==> src/bmpd_pkg.sv <==
// Package for the button multi-press detector: phase and event codes,
// register indexes, counter widths and small helper functions. No dependencies.
package bmpd_pkg;

   localparam int CntBits = 10;
   localparam int RegBits = 10;
   localparam int PressBits = 4;
   localparam int CmpBits = (CntBits > RegBits) ? CntBits : RegBits;

   typedef logic [CntBits-1:0] cnt_type;
   typedef logic [RegBits-1:0] reg_type;
   typedef logic [PressBits-1:0] press_type;

   localparam cnt_type CntMax = {CntBits{1'b1}};
   localparam press_type PressMax = {PressBits{1'b1}};

   typedef enum logic [1:0] {
      PH_WAIT_PRESS   = 2'd0,
      PH_PRESS_DB     = 2'd1,
      PH_WAIT_RELEASE = 2'd2,
      PH_RELEASE_DB   = 2'd3
   } phase_type;

   typedef enum logic [3:0] {
      EV_NONE          = 4'd0,
      EV_PRESS         = 4'd1,
      EV_DOUBLE        = 4'd2,
      EV_TRIPLE        = 4'd3,
      EV_MORE          = 4'd4,
      EV_RELEASED      = 4'd5,
      EV_DOUBLE_REL    = 4'd6,
      EV_TRIPLE_REL    = 4'd7,
      EV_MORE_REL      = 4'd8,
      EV_HOLD          = 4'd9,
      EV_HOLD_RELEASED = 4'd10
   } event_type;

   typedef enum logic [1:0] {
      CSR_DEBOUNCE    = 2'd0,
      CSR_RELEASE_GAP = 2'd1,
      CSR_HOLD        = 2'd2
   } csr_index_type;

   function automatic cnt_type sat_inc(cnt_type v);
      return (v == CntMax) ? v : v + cnt_type'(1);
   endfunction

   function automatic logic cnt_ge(cnt_type a, reg_type b);
      logic [CmpBits-1:0] ax;
      logic [CmpBits-1:0] bx;
      ax = CmpBits'(a);
      bx = CmpBits'(b);
      return ax >= bx;
   endfunction

   // base + (single, double, triple, more) offset of a nonzero press count
   function automatic event_type count_event(event_type base, press_type n);
      logic [1:0] off;
      off = (n >= press_type'(4)) ? 2'd3 : 2'(n - press_type'(1));
      return event_type'(4'(base) + 4'(off));
   endfunction

endpackage

==> src/button_multi_press_detector.sv <==
// Button multi-press detector top level: debounce state machine, press
// counting, hold detection and a two-entry result buffer. Uses bmpd_pkg.
//
//  channel  | dir | handshake             | payload
//  req_     | in  | req_tvalid/req_tready | tdata[0] button_down, tuser restart
//  rsp_     | out | rsp_tvalid/rsp_tready | tdata[3:0] event_code
//  csr_     | in  | csr_we (no wait)      | csr_index, csr_wdata[9:0]
//
// One request per cycle while req_tready is high; each request yields one response.
// The detector state updates in the same cycle the request is accepted.
// A main output register plus a skid register take a new request while a
// response waits; req_tready drops only when both are full.
// Synchronous reset restores register defaults and the wait-for-press phase.
module button_multi_press_detector (
   input  logic                   clock,
   input  logic                   reset,
   input  logic                   req_tvalid,
   output logic                   req_tready,
   input  logic [7:0]             req_tdata,   // [0] button_down
   input  logic                   req_tuser,   // [0] restart
   output logic                   rsp_tvalid,
   input  logic                   rsp_tready,
   output logic [7:0]             rsp_tdata,   // [3:0] event_code
   input  logic                   csr_we,
   input  logic [1:0]             csr_index,
   input  logic [bmpd_pkg::RegBits-1:0] csr_wdata
);
   import bmpd_pkg::*;

   reg_type   debounce_ff, release_gap_ff, hold_ticks_ff;
   phase_type phase_ff, phase_in;
   logic      held_ff, held_in;
   cnt_type   hold_cnt_ff, hold_cnt_in;
   cnt_type   db_cnt_ff, db_cnt_in;
   cnt_type   gap_cnt_ff, gap_cnt_in;
   press_type press_ff, press_in;
   event_type ev;

   logic      out_valid_ff, skid_valid_ff;
   event_type out_ev_ff, skid_ev_ff;

   logic down, restart, accept, out_free;

   assign down    = req_tdata[0];
   assign restart = req_tuser;
   assign req_tready = !skid_valid_ff;
   assign accept  = req_tvalid && req_tready;
   assign out_free = !out_valid_ff || rsp_tready;

   assign rsp_tvalid = out_valid_ff;
   assign rsp_tdata  = {4'b0000, 4'(out_ev_ff)};

   // configuration
   always_ff @(posedge clock) begin
      if (reset) begin
         debounce_ff    <= reg_type'(5);
         release_gap_ff <= reg_type'(50);
         hold_ticks_ff  <= reg_type'(200);
      end else if (csr_we) begin
         case (csr_index_type'(csr_index))
            CSR_DEBOUNCE:    debounce_ff    <= csr_wdata;
            CSR_RELEASE_GAP: release_gap_ff <= csr_wdata;
            CSR_HOLD:        hold_ticks_ff  <= csr_wdata;
            default: ;
         endcase
      end
   end

   // next phase
   always_comb begin
      phase_in = phase_ff;
      if (restart) begin
         phase_in = down ? PH_WAIT_RELEASE : PH_WAIT_PRESS;
      end else begin
         case (phase_ff)
            PH_WAIT_PRESS: begin
               if (down) phase_in = PH_PRESS_DB;
            end
            PH_PRESS_DB: begin
               if (!down) phase_in = PH_WAIT_PRESS;
               else if (cnt_ge(sat_inc(db_cnt_ff), debounce_ff)) phase_in = PH_WAIT_RELEASE;
            end
            PH_WAIT_RELEASE: begin
               if (!down) phase_in = PH_RELEASE_DB;
            end
            PH_RELEASE_DB: begin
               if (down) phase_in = PH_WAIT_RELEASE;
               else if (cnt_ge(sat_inc(db_cnt_ff), debounce_ff)) phase_in = PH_WAIT_PRESS;
            end
            default: phase_in = PH_WAIT_PRESS;
         endcase
      end
   end

   // counters and event
   always_comb begin
      held_in     = held_ff;
      hold_cnt_in = hold_cnt_ff;
      db_cnt_in   = db_cnt_ff;
      gap_cnt_in  = gap_cnt_ff;
      press_in    = press_ff;
      ev          = EV_NONE;
      if (restart) begin
         held_in     = 1'b0;
         hold_cnt_in = '0;
         db_cnt_in   = '0;
         gap_cnt_in  = '0;
         press_in    = '0;
      end else begin
         case (phase_ff)
            PH_WAIT_PRESS: begin
               gap_cnt_in = sat_inc(gap_cnt_ff);
               if (down) begin
                  db_cnt_in = '0;
               end else if (!cnt_ge(release_gap_ff, gap_cnt_in)) begin
                  if (held_ff) begin
                     held_in = 1'b0;
                     ev = EV_HOLD_RELEASED;
                  end else if (press_ff != '0) begin
                     ev = count_event(EV_RELEASED, press_ff);
                  end
                  press_in = '0;
               end
            end
            PH_PRESS_DB: begin
               db_cnt_in  = sat_inc(db_cnt_ff);
               gap_cnt_in = sat_inc(gap_cnt_ff);
               if (down && cnt_ge(db_cnt_in, debounce_ff)) begin
                  if (press_ff != PressMax) press_in = press_ff + press_type'(1);
                  ev = count_event(EV_PRESS, press_in);
                  hold_cnt_in = '0;
               end
            end
            PH_WAIT_RELEASE: begin
               hold_cnt_in = sat_inc(hold_cnt_ff);
               if (down) begin
                  if (press_ff < press_type'(2) && !held_ff &&
                      cnt_ge(hold_cnt_in, hold_ticks_ff)) begin
                     held_in = 1'b1;
                     ev = EV_HOLD;
                  end
               end else begin
                  db_cnt_in = '0;
               end
            end
            default: begin
               db_cnt_in = sat_inc(db_cnt_ff);
               if (!down && cnt_ge(db_cnt_in, debounce_ff)) gap_cnt_in = '0;
            end
         endcase
      end
   end

   always_ff @(posedge clock) begin
      if (reset) begin
         phase_ff    <= PH_WAIT_PRESS;
         held_ff     <= 1'b0;
         hold_cnt_ff <= '0;
         db_cnt_ff   <= '0;
         gap_cnt_ff  <= '0;
         press_ff    <= '0;
      end else if (accept) begin
         phase_ff    <= phase_in;
         held_ff     <= held_in;
         hold_cnt_ff <= hold_cnt_in;
         db_cnt_ff   <= db_cnt_in;
         gap_cnt_ff  <= gap_cnt_in;
         press_ff    <= press_in;
      end
   end

   // response register with skid
   always_ff @(posedge clock) begin
      if (reset) begin
         out_valid_ff  <= 1'b0;
         skid_valid_ff <= 1'b0;
      end else if (out_free) begin
         if (skid_valid_ff) begin
            out_valid_ff  <= 1'b1;
            skid_valid_ff <= 1'b0;
         end else begin
            out_valid_ff <= accept;
         end
      end else if (accept) begin
         skid_valid_ff <= 1'b1;
      end
   end

   always_ff @(posedge clock) begin
      if (out_free) begin
         if (skid_valid_ff) out_ev_ff <= skid_ev_ff;
         else if (accept)   out_ev_ff <= ev;
      end else if (accept) begin
         skid_ev_ff <= ev;
      end
   end

endmodule
==> config.mk <==
export PLATFORM = sky130hd
export DESIGN_NAME = button_multi_press_detector
export DESIGN_NICKNAME = d
export VERILOG_FILES = /design/src/bmpd_pkg.sv /design/src/button_multi_press_detector.sv
export SDC_FILE = /design/constraint.sdc
export NUM_CORES = 1
export LEC_CHECK = 0
export BUFFER_PORTS_ARGS = -buffer_cell sky130_fd_sc_hd__buf_4
export CAP_MARGIN = 10
export CORE_MARGIN = 4
export CORE_UTILIZATION = 30
export DETAILED_ROUTE_END_ITERATION = 10
export PLACE_DENSITY = 0.48
export SLEW_MARGIN = 5
export SYNTH_ARGS = -nofsm -noshare
export SYNTH_HDL_FRONTEND = slang
export SYNTH_SLANG_ARGS = --single-unit
export TNS_END_PERCENT = 50
==> constraint.sdc <==
create_clock -name clock -period 7.2 [get_ports clock]
set_clock_uncertainty 0.1 [all_clocks]
set_input_delay 0.72 -clock clock [delete_from_list [all_inputs] [get_ports clock]]
set_output_delay 0.72 -clock clock [all_outputs]
set_load 0.02 [all_outputs]
## Word level (Yosys, flattened, before mapping)

Cells that the tools add are included.

- Register bits: 77
- Word-level logic and storage cells: 129

- Equal/unequal tests: 19
- Mux-type cells: 51
- Reduce and logical (&&, ||, !) cells: 31
- Order comparisons: 6
- Add/subtract/negate cells: 8
- Bitwise gates (word level): 1

Operators with widths:

| kind | number |
|---|---|
| $mux W10 | 10 |
| $mux W4 | 17 |
| $pmux W10 S2 | 3 |
| $add A10 B1 Y10 const B | 3 |
| $eq A10 B10 Y1 const B | 3 |
| $ge A10 B10 Y1 | 3 |
| $ne A3 B3 Y1 const B | 7 |
| $mux W2 | 10 |
| $ne A4 B4 Y1 const B | 3 |
| $pmux W4 S3 | 1 |
| $reduce_bool A3 Y1 | 4 |
| $reduce_and A2 Y1 | 5 |
| $reduce_and A5 Y1 | 2 |
| $reduce_and A3 Y1 | 3 |
| $ge A4 B3 Y1 const B | 2 |
| $pmux W2 S4 | 1 |
| $pmux W4 S2 | 1 |
| $eq A2 B2 Y1 const B | 3 |
| $mux W1 | 6 |
| $reduce_and A6 Y1 | 1 |
| $logic_and A1 B1 Y1 | 5 |
| $add A3 B2 Y4 const A | 1 |
| $add A4 B1 Y4 const B | 1 |
| $eq A2 B1 Y1 const B | 2 |
| other kinds (13) | 19 |

## Logic depth before layout (Yosys ltp)

- Depth in word-level cells: 15
- Gate-level depth with buffers: 16
- Gate-level depth less buffers: 13

## Worst setup path before layout

OpenSTA, ideal clock, no wires.

- Path type: reg-to-reg
- From: register db_cnt_ff[0]
- To: register out_ev_ff[1] (data pin)
- Period minus slack after synthesis: 3388 ps
- Buffers on the path: 2
- Cell stages (with the launch flop): 15
- Data required time: 6833 ps
- Slack: 3812 ps
- Arrival time: 3022 ps
- Cell sequence: dfxtp_1 > ha_1 > nand3_1 > or3_1 > buf_6 > and4_4 > buf_6 > xor2_1 > ha_1 > a211o_1 > a21oi_1 > o21ai_0 > a21o_1 > a32oi_1 > a21oi_1

- Word-level cells in the longest chain between the ends: 9

Ends and longest elaborated chain:

| what | RTL line | source |
|---|---|---|
| start, declared | button_multi_press_detector.sv:34 | `cnt_type db_cnt_ff, db_cnt_in;` |
| start signal, assigned | button_multi_press_detector.sv:166 | `db_cnt_ff <= db_cnt_in;` |
| $add A10 B1 Y10 / $eq A10 B10 Y1 (equally long branches) | bmpd_pkg.sv:45 | `return (v == CntMax) ? v : v + cnt_type'(1);` |
| $mux W10 * | bmpd_pkg.sv:45 |  |
| $ge A10 B10 Y1 * | bmpd_pkg.sv:53 | `return ax >= bx;` |
| $logic_and A1 B1 Y1 * | button_multi_press_detector.sv:128 | `if (down && cnt_ge(db_cnt_in, debounce_ff)) begin` |
| $mux W3 * | button_multi_press_detector.sv:128 |  |
| $pmux W4 S3 * | button_multi_press_detector.sv:110 | `case (phase_ff)` |
| $mux W4 * | button_multi_press_detector.sv:103 | `if (restart) begin` |
| $mux W4 * | button_multi_press_detector.sv:192 | `else if (accept) out_ev_ff <= ev;` |
| $mux W4 * | button_multi_press_detector.sv:191 | `if (skid_valid_ff) out_ev_ff <= skid_ev_ff;` |
| end signal, assigned | button_multi_press_detector.sv:191 |  |
| end signal, assigned | button_multi_press_detector.sv:192 |  |
| end, declared | button_multi_press_detector.sv:40 | `event_type out_ev_ff, skid_ev_ff;` |

Mark *: on every way between the ends. The rest lies on a longest branch, timed or not. The select of a mux whose other input is x is not followed.
A chain may end at the register's enable or synchronous reset.

## Worst setup path in the final report

- From: register db_cnt_ff[0]
- To: register hold_cnt_ff[4]

- Word-level cells in the longest chain between the ends: 6

Ends and longest elaborated chain:

| what | RTL line | source |
|---|---|---|
| $add A10 B1 Y10 / $eq A10 B10 Y1 (equally long branches) | bmpd_pkg.sv:45 |  |
| $mux W10 * | bmpd_pkg.sv:45 |  |
| $ge A10 B10 Y1 * | bmpd_pkg.sv:53 |  |
| $logic_and A1 B1 Y1 * | button_multi_press_detector.sv:128 |  |
| $ne A3 B3 Y1 (no line) * | - |  |
| $reduce_and A3 Y1 (no line) * | - |  |
| end signal, assigned | button_multi_press_detector.sv:165 | `hold_cnt_ff <= hold_cnt_in;` |
| end, declared | button_multi_press_detector.sv:33 | `cnt_type hold_cnt_ff, hold_cnt_in;` |

Mark *: on every way between the ends. The rest lies on a longest branch, timed or not.

==> results.md <==
- Initial antenna violation count: 0
- Final min period: around 4000 ps
- Hold buffer count at CTS: 0
- Count of input and output buffers: 24
- IO Pins: 36
- Area Growth Syn to Fin: 12.5%
- Clock sinks: slightly below 80
- Hold Path End: hold_ticks_ff[8]
- Pre-CTS setup slack: between 2000 and 3000 ps
- Number of max-cap violations: 0
- Setup-failing EPs final: 0
- Vias/cell: slightly above 5
- Design Power: just over 1 mW
- Post-CTS Setup Bufs: 0
- Antenna viol nets, final: 0
- Delay-heaviest family, CP: simple AND/OR/NAND/NOR gates
- Hold Startpoint: hold_ticks_ff[8]
- Nets: slightly below 700
- Clock-pin slew on the worst setup and hold paths: around 70 ps
- Syn Std Cell Area: between 4000 and 5000 um^2
- Worst Path Buf+Inv: 1
- Post-synth EDFFs: 8
- Rows: 46
- Peak supply drop: between 0.0001 and 0.00015 V
- R2r setup slk: 3250 ps
- Worst r2r dst: hold_cnt_ff[4]
- DIE AREA: about 19,000 um^2
- DR iter-0 viols: 224
- CP Capture Type: flip-flop
- Final core occ: approximately a third
- Final WL: around 12,000 um
- CTS Root Cell: clkbuf_16
- Via count: roughly 4,400
- Reg2reg path depth: 14
- CTS tree: built
- Crit start category: flip-flop
- Vias in the first global route: 4,147
- CTS H-tree depth: 3
- Crit-path max cell delay: approximately 540 ps
- Die Width: 136 um
- Crit path DAT: 4090 ps
- Share of cells above drive strength 1: under 10%
- Largest net degree at the start of global routing: a little under 60
- Leakage dissipation: approximately 2.2 nW
- Total CTS buffers: 9
- Final Max Slew Viols: 0
- Initial Util: a little under a third
- Diode count: 0
- Least-Margin Pin Slew: ~1100 ps
- Asr flop ratio synth: 0%
- Worst-Skew Late Latency: around 340 ps
- Ys flop type: dfxtp_1
- Post-cts sizing count: 0
- PwrDens: around 180 nW/um^2
- Register area share after synthesis: 32.8%
- First element of the critical path: db_cnt_ff[0]
- Gate Count Post-Synth: between 600 and 700
- Worst Hold Path Cells: 2
- GR Overflow Total: 0
- RSZ-0062 raised after global routing: false
- Slowest stage cell, crit path: or3_1
- R2r startpoint: db_cnt_ff[0]
- Setup ws final: around 3300 ps
- Die H: around 140 um
- Synthesis warning total: 0
- Critical path, cell by cell: ha_1 -> nand3_1 -> or3_1 -> nor2b_1 -> nand3_1 -> xnor2_1 -> ha_1 -> nand2_1 -> nor2_1 -> o2111ai_1 -> o21ai_1 -> buf_4 -> nand2_1 -> o32ai_1
- Fin crit share: a little over half
- HP Class: flip-flop to flip-flop
- Slew headroom: between 20% and 30%
- First-pass GRT wire length: between 20,000 and 25,000 um
- Netlist cell types: 69
- Placer Congestion: 0.806
- Req. time, crit path: 7340 ps
- 1st-pass router iterations: 4
- Yosys reg bits: 77
- Worst-path fanout max: 11
- TNS Setup: 0 ps
- Max Freq: approximately 250 MHz
- DRC viols: 0
- Post-DP HPWL: 9050 um
- Core area: 16,000 um^2
- Status: complete, no violations
- CTS max path bufs: 2
- WL per Instance: 14.7 um
- Final Hold Fails: 0
- Gr usage total: 14.0%
- Critical path type: flip-flop to flip-flop
- Avg Inst Size Synth: between 8 and 9 um^2
## flip-flops by register name, summed over array words and instances, names as in the netlist, 4 cells and up, named ones only
register / cells
db_cnt_ff: 10
debounce_ff: 10
gap_cnt_ff: 10
hold_cnt_ff: 10
hold_ticks_ff: 10
out_ev_ff: 4
press_ff: 4
release_gap_ff: 10
skid_ev_ff: 4
## how the worst max path moves through the flow
stage	end	slack, ps	cells after the start
global placement	hold_cnt_ff[4]	2920	13
floorplan	out_ev_ff[1]	3810	14
detailed placement	hold_cnt_ff[4]	2810	13
global route	hold_cnt_ff[4]	2840	14
CTS	hold_cnt_ff[4]	2760	13
finish	hold_cnt_ff[4]	3250	14
## through the flow
stage	std cells	instance area (um^2)	hold WS [ps]
after floorplan	618	4950	336
after detailed placement	828	5240	355
final	845	5560	361
after CTS	844	5550	364
after global placement	828	5240	354
after global routing	845	5560	374
## layout make-up
cell class	instances	area (um^2)
clock buffers	11	253
clock inverters	5	57.6
fillers	1747	10400
inverters	35	131
multi-input cells	475	3030
flip-flops and latches	77	1620
well taps	216	270
repair buffers	26	195
## metal layers
metal / track usage (%) / vias to the layer above / part of all wire, %
met5: 0 / - / 0
met4: 5.10 / 0 / 1.6
met3: 2.37 / 12 / 4.5
met2: 21.8 / 82 / 45
met1: 19.4 / 2047 / 49
li1: - / 2226 / -
## where the power goes
group / total (mW) / leakage [nW] / internal (mW) / switching, mW
clock network: 0.480 / 0.152 / 0.288 / 0.192
registers: 0.450 / 0.637 / 0.442 / 0.00741
logic: 0.0966 / 1.38 / 0.0349 / 0.0617
total: 1.03 / 2.16 / 0.765 / 0.261
## tightest hold or removal path: cells and delay by family, from the launching register on
family | cells | cell delay (ps)
DFF | 1 | 310
AOI/OAI and AO/OA | 1 | 50
and+or+nand+nor | 1 | 50
## Yosys cell counts (11+ instances only)
library cell	instances	area share, %
nand2_1	76	5.8
a21oi_1	65	6.6
o21ai_0	20	2.0
nand3_1	23	2.3
dfxtp_1	69	28
nand2b_1	12	1.5
o21a_1	11	1.7
nand4_1	13	1.6
clkbuf_1	17	1.3
inv_1	34	2.6
xnor2_1	11	2.0
nor3_1	17	1.7
ha_1	38	9.6
nor2_1	51	3.9
## placed cells by master, fill, tap and decap left out, types with 6 or more instances in the layout
cell type	count
edfxtp_1	8
ha_1	38
nor3_1	17
nand3_1	23
xnor2_1	11
buf_4	26
mux2i_1	6
nand2b_1	12
a31oi_1	9
clkbuf_16	9
xor2_1	9
and3_1	7
o21a_1	11
nand2_1	76
nor2b_1	7
a21oi_1	65
inv_1	34
a21o_1	9
nand4_1	13
dfxtp_1	69
o21ai_0	20
nor2_1	51
a22oi_1	6
## cell families (layout without fill, tap and decap cells)
logic type	count (synthesis)	after routing	share of synthesized area, %
other	1	4	0.0760
muxes	10	10	2.13
DFF	77	77	32.8
AOI/OAI and AO/OA	166	166	21.7
and+or+nand+nor	237	237	24.0
adders and majority gates	38	38	9.63
xor gates and xnor gates	20	20	3.55
buffers and inverters	66	77	6.08
(Power assumes the default switching activity.)
